### config.mk
export PLATFORM = sky130hd
export DESIGN_NAME = shss_hash
export DESIGN_NICKNAME = d
export VERILOG_FILES = /design/src/sv/shss_pkg.sv /design/src/sv/shss_hash.sv
export SDC_FILE = /design/constraint.sdc
export NUM_CORES = 2
export LEC_CHECK = 0
export BUFFER_PORTS_ARGS = -buffer_cell sky130_fd_sc_hd__buf_2
export CORE_MARGIN = 4
export CORE_UTILIZATION = 47
export CTS_CLUSTER_DIAMETER = 100
export CTS_CLUSTER_SIZE = 14
export DETAILED_ROUTE_END_ITERATION = 8
export PLACE_DENSITY_LB_ADDON = 0.1
export SYNTH_ARGS = -nofsm -noshare
export SYNTH_HDL_FRONTEND = slang
export SYNTH_SLANG_ARGS = --single-unit
export TNS_END_PERCENT = 100
### constraint.sdc
create_clock -name clk -period 12.46 [get_ports clk]
set_input_delay 1.869 -clock clk [delete_from_list [all_inputs] [get_ports clk]]
set_output_delay 1.869 -clock clk [all_outputs]
set_load 0.005 [all_outputs]
### src/sv/shss_pkg.sv
// Package for the hash-chain secret store: types, constants and SHA-256 helpers.
package shss_pkg;

  localparam int INDEX_BITS = 48;
  localparam int SLOT_COUNT = INDEX_BITS + 1;
  localparam int SLOT_W = $clog2(SLOT_COUNT);
  localparam int BIT_W = $clog2(INDEX_BITS + 1);
  localparam int CNT_W = 6;
  localparam int SECRET_W = 256;

  typedef struct packed {
    logic [63:0] secret_word3;
    logic [63:0] secret_word2;
    logic [63:0] secret_word1;
    logic [63:0] secret_word0;
    logic [47:0] index;
    logic        mode;
  } in_item_t;

  typedef struct packed {
    logic [5:0]  valid_count;
    logic [63:0] out_word3;
    logic [63:0] out_word2;
    logic [63:0] out_word1;
    logic [63:0] out_word0;
    logic        ok;
  } out_item_t;

  localparam logic MODE_INSERT = 1'b0;
  localparam logic MODE_DERIVE = 1'b1;

  typedef enum logic [3:0] {
    ST_IDLE,
    ST_SCAN,
    ST_READ,
    ST_LOAD,
    ST_BIT,
    ST_HASH,
    ST_CHECK,
    ST_COMMIT,
    ST_DONE
  } state_t;

  function automatic logic [31:0] round_k(input logic [5:0] i);
    logic [31:0] k [64];
    k = '{
      32'h428a2f98, 32'h71374491, 32'hb5c0fbcf, 32'he9b5dba5, 32'h3956c25b, 32'h59f111f1,
      32'h923f82a4, 32'hab1c5ed5, 32'hd807aa98, 32'h12835b01, 32'h243185be, 32'h550c7dc3,
      32'h72be5d74, 32'h80deb1fe, 32'h9bdc06a7, 32'hc19bf174, 32'he49b69c1, 32'hefbe4786,
      32'h0fc19dc6, 32'h240ca1cc, 32'h2de92c6f, 32'h4a7484aa, 32'h5cb0a9dc, 32'h76f988da,
      32'h983e5152, 32'ha831c66d, 32'hb00327c8, 32'hbf597fc7, 32'hc6e00bf3, 32'hd5a79147,
      32'h06ca6351, 32'h14292967, 32'h27b70a85, 32'h2e1b2138, 32'h4d2c6dfc, 32'h53380d13,
      32'h650a7354, 32'h766a0abb, 32'h81c2c92e, 32'h92722c85, 32'ha2bfe8a1, 32'ha81a664b,
      32'hc24b8b70, 32'hc76c51a3, 32'hd192e819, 32'hd6990624, 32'hf40e3585, 32'h106aa070,
      32'h19a4c116, 32'h1e376c08, 32'h2748774c, 32'h34b0bcb5, 32'h391c0cb3, 32'h4ed8aa4a,
      32'h5b9cca4f, 32'h682e6ff3, 32'h748f82ee, 32'h78a5636f, 32'h84c87814, 32'h8cc70208,
      32'h90befffa, 32'ha4506ceb, 32'hbef9a3f7, 32'hc67178f2};
    return k[i];
  endfunction

  localparam logic [255:0] START_H = {
    32'h6a09e667, 32'hbb67ae85, 32'h3c6ef372, 32'ha54ff53a,
    32'h510e527f, 32'h9b05688c, 32'h1f83d9ab, 32'h5be0cd19};

  function automatic logic [31:0] rotr(input logic [31:0] x, input int n);
    return (x >> n) | (x << (32 - n));
  endfunction

  // Trailing-zero count of the masked index; all zero gives INDEX_BITS.
  function automatic logic [BIT_W-1:0] tz_count(input logic [INDEX_BITS-1:0] v);
    logic [BIT_W-1:0] r;
    r = BIT_W'(INDEX_BITS);
    for (int i = INDEX_BITS - 1; i >= 0; i--) begin
      if (v[i]) begin
        r = BIT_W'(i);
      end
    end
    return r;
  endfunction

endpackage

### src/sv/shss_hash.sv
// Iterative SHA-256 core: one round per cycle on a single padded 32-byte block.
module shss_hash (
  input  logic                            clk,
  input  logic                            rst_n,
  input  logic                            start,
  input  logic [shss_pkg::SECRET_W-1:0]   din,
  output logic                            busy,
  output logic [shss_pkg::SECRET_W-1:0]   dout
);

  logic [31:0] w_r [16];
  logic [31:0] w_nxt [16];
  logic [31:0] a_r, b_r, c_r, d_r, e_r, f_r, g_r, h_r;
  logic [6:0]  rnd_r;
  logic        busy_r;
  logic [31:0] t1, t2, s0, s1, wnew;
  logic [31:0] hv [8];

  function automatic logic [31:0] START_WORD(input int i);
    return shss_pkg::START_H[255 - 32*i -: 32];
  endfunction

  // Message bytes are in big-endian word order for SHA-256.
  always_comb begin
    for (int i = 0; i < 8; i++) begin
      hv[i] = START_WORD(i);
    end
  end

  always_comb begin
    s0 = shss_pkg::rotr(w_r[1], 7) ^ shss_pkg::rotr(w_r[1], 18) ^ (w_r[1] >> 3);
    s1 = shss_pkg::rotr(w_r[14], 17) ^ shss_pkg::rotr(w_r[14], 19) ^ (w_r[14] >> 10);
    wnew = w_r[0] + s0 + w_r[9] + s1;
    for (int i = 0; i < 15; i++) begin
      w_nxt[i] = w_r[i+1];
    end
    w_nxt[15] = wnew;
    t1 = h_r + (shss_pkg::rotr(e_r, 6) ^ shss_pkg::rotr(e_r, 11) ^ shss_pkg::rotr(e_r, 25))
         + ((e_r & f_r) ^ (~e_r & g_r)) + shss_pkg::round_k(rnd_r[5:0]) + w_r[0];
    t2 = (shss_pkg::rotr(a_r, 2) ^ shss_pkg::rotr(a_r, 13) ^ shss_pkg::rotr(a_r, 22))
         + ((a_r & b_r) ^ (a_r & c_r) ^ (b_r & c_r));
  end

  always_ff @(posedge clk) begin
    if (!rst_n) begin
      busy_r <= 1'b0;
      rnd_r  <= '0;
    end else if (start) begin
      busy_r <= 1'b1;
      rnd_r  <= '0;
    end else if (busy_r) begin
      rnd_r <= rnd_r + 7'd1;
      if (rnd_r == 7'd63) begin
        busy_r <= 1'b0;
      end
    end
  end

  always_ff @(posedge clk) begin
    if (start) begin
      for (int i = 0; i < 8; i++) begin
        w_r[i] <= {din[8*(4*i)+:8], din[8*(4*i+1)+:8], din[8*(4*i+2)+:8],
                   din[8*(4*i+3)+:8]};
      end
      w_r[8] <= 32'h80000000;
      for (int i = 9; i < 15; i++) begin
        w_r[i] <= '0;
      end
      w_r[15] <= 32'd256;
      a_r <= hv[0]; b_r <= hv[1]; c_r <= hv[2]; d_r <= hv[3];
      e_r <= hv[4]; f_r <= hv[5]; g_r <= hv[6]; h_r <= hv[7];
    end else if (busy_r) begin
      w_r <= w_nxt;
      h_r <= g_r; g_r <= f_r; f_r <= e_r; e_r <= d_r + t1;
      d_r <= c_r; c_r <= b_r; b_r <= a_r; a_r <= t1 + t2;
    end
  end

  logic [31:0] fin [8];
  always_comb begin
    fin[0] = hv[0] + a_r; fin[1] = hv[1] + b_r; fin[2] = hv[2] + c_r; fin[3] = hv[3] + d_r;
    fin[4] = hv[4] + e_r; fin[5] = hv[5] + f_r; fin[6] = hv[6] + g_r; fin[7] = hv[7] + h_r;
    for (int i = 0; i < 8; i++) begin
      dout[8*(4*i)+:8]   = fin[i][31:24];
      dout[8*(4*i+1)+:8] = fin[i][23:16];
      dout[8*(4*i+2)+:8] = fin[i][15:8];
      dout[8*(4*i+3)+:8] = fin[i][7:0];
    end
  end

  assign busy = busy_r;

  a_round_bound: assert property (@(posedge clk) disable iff (!rst_n)
    busy_r |-> rnd_r <= 7'd63) else $error("round counter overran");
  a_start_idle: assert property (@(posedge clk) disable iff (!rst_n)
    start |=> busy_r && rnd_r == 7'd0) else $error("start did not begin a hash");
  a_done_fall: assert property (@(posedge clk) disable iff (!rst_n)
    (busy_r && rnd_r == 7'd63 && !start) |=> !busy_r) else $error("hash did not finish");

endmodule

==> results.txt <==
status: complete, no violations
Area Overhead vs Synth: 11.0%
total number of vias: 40400
Slew @ Worst Pin: 1120 ps
largest net degree at the start of global routing: 169
drt drc: 0
layout cells sized above 1: 13.1%
hpwl dp: 140 mm
total clock sinks: 776
Num CTS Buffers: 67
Syn Area/Cell: 9.29 um2
post-CTS setup buffers: 0
DR pass1 iterations: 7
dominant cell type by area after synthesis: dfxtp_1
Synth Flop Type: dfxtp_1
sequential fraction of the synthesis area: 36.4%
nets@finish: 6246
I/O Buffers: 515
Remaining Overflow, GRT: 0
area of the core: 105000 um2
Routed WL: 181 mm
Final setup viols: 0
Max-Cap Viols: 0
CTS clk-pin slew, worst paths: 70 ps
TritonCTS clock tree: done
number of enable flip-flop cells after synthesis: 256
Initial Util: 47.3%
Worst R2R Start: rnd_r[0]
arrival time worst endpoint: 9160 ps
Clock Path Buffers: 3
slowest CP cell: ha_1
Mapped Nets: 5964
crit start category: register
final hold viol count: 0
Critical Path Max Stage Delay: 880 ps
most frequent cells in the layout: nor2_1 (543), dfxtp_1 (515), buf_2 (514), nand2_1 (474), mux2i_1 (429)
Tot GR Track Use: 31.5%
# hold bufs at CTS: 0
Skew-Pair Late Insertion Delay: 660 ps
type of the worst setup path: register to register
setup TNS: 0 ps
hold path startpoint: w_nxt[54]
Distinct cells, synth: 101
Final Skew: 33.5 ps
IO Count: 516
post-route ant nets: 0
post-synthesis async set-or-reset flop share: 0%
Hold Crit Class: register to register
H-tree level count: 3
crit path launch: rnd_r[0]
DRT iter0 DRCs: 3660
die height: 333 um
Final min period: 8640 ps
area of the mapped netlist: 49800 um2
die width: 333 um
CP endpoint kind: register
fill count: 10000
row cnt: 119
fin crit share: 69.3%
RSZ-0062 raised after global routing: false
CTS Root Cell: clkbuf_16
Critical Path Fanout Max: 21
Final Max Tran Viols: 0
largest cells by area after synthesis: dfxtp_1 (21%), edfxtp_1 (15%), mux2i_1 (8.6%), fa_1 (7.6%), xnor2_1 (6.4%)
Critical Path RT: 12990 ps
Die ar.: 111000 um2
Worst slew margin: 25.5%
YS warnings: 0
DR WL/cell: 25.5 um
Post-Synthesis Cells: 5358
number of global-route vias before repair: 38600
FF+latch count, synth: 776
first-pass GRT wire length: 262 mm
Via-to-Cell Ratio: 5.70
Post-CTS Resized: 0
Max Fclk: 116 MHz
share of the synthesized area in the top cell type: 20.9%
GP Congestion: 1.02
antenna violations before repair: 32
most common cell after layout, fill and taps aside: nor2_1
## critical path: cells and delay by family, from the launching register on
family          cells  cell delay [ps]
compound gates     14             2960
xor+xnor            2              550
fa+ha+maj           6             2990
buf+inv             5              840
flops               1              310
simple gates        6              840
## sequential cells by signal, summed over array words and instances, names as in the netlist
| name | cells |
|---|---|
| a_r | 32 |
| f_r | 32 |
| h_r | 32 |
| busy | 1 |
| b_r | 32 |
| g_r | 32 |
| e_r | 32 |
| d_r | 32 |
| w_r | 32 |
| rnd_r | 7 |
| c_r | 32 |
| w_nxt | 480 |
## final timing paths
path                     to  depth (start not counted)  slack [ps]
hold reg to reg   w_nxt[54]                          2         460
hold / removal    w_nxt[54]                          2         460
setup reg to reg    a_r[31]                         33        3820
setup / recovery    a_r[31]                         33        3820
## per-layer routing
metal	up-vias	track usage, %	wire [um]
li1	18900	-	-
met1	19600	39.3	71600
met2	1491	54.1	88400
met3	336	5.87	12600
met4	26	12.0	8100
met5	-	0	178
## area by class of cell
class,count,area (um2),area share (%)
timing repair buffer,576,3070,5.56
clock buffer,91,1770,3.20
clock inverter,12,215,0.390
sequential,776,18100,32.8
inverter,429,1620,2.93
multi-input combinational,3790,28700,51.9
tap,1391,1740,3.15
antenna,18,45.0,0.0815
## synthesized netlist by cell type (13+ instances only)
master,n
a211oi_1,40
a21o_1,71
a21oi_1,200
a22o_1,195
a31oi_1,29
and3_1,25
buf_1,46
clkbuf_1,305
dfxtp_1,520
edfxtp_1,256
fa_1,188
ha_1,159
inv_1,424
mux2_2,23
mux2i_1,429
nand2_1,474
nand2b_1,38
nand3_1,53
nand4_1,16
nor2_1,545
nor2b_1,21
nor3_1,59
nor4_1,13
o211ai_1,51
o21a_1,32
o21ai_0,246
o21ai_1,31
o21bai_1,18
o22ai_1,16
o31ai_1,19
or3_1,20
xnor2_1,361
xor2_1,215
## cell families after synthesis
logic type	count (synthesis)	synth area share, %
muxes	458	9.42
adders and majority gates	348	11.6
buffers and inverters	792	6.04
AOI/OAI and AO/OA	1092	15.1
xor gates and xnor gates	578	10.2
DFF	776	36.4
and+or+nand+nor	1314	11.3
## through the flow
step | hold WS, ps | worst slack (ps) | instance area [um2] | instances | util [%]
after floorplan | 425 | 4650 | 49800 | 5358 | -
after global placement | 438 | 4070 | 53200 | 6962 | 50.5
after detailed placement | 448 | 4050 | 53200 | 6962 | 50.5
after CTS | 465 | 4010 | 55200 | 7065 | 52.4
after global routing | 477 | 3110 | 55200 | 7072 | 52.4
final | 462 | 3820 | 55200 | 7083 | 52.5
Power is not shown: default switching activity piles up to over one toggle a cycle in this logic, so the estimate is an artifact.
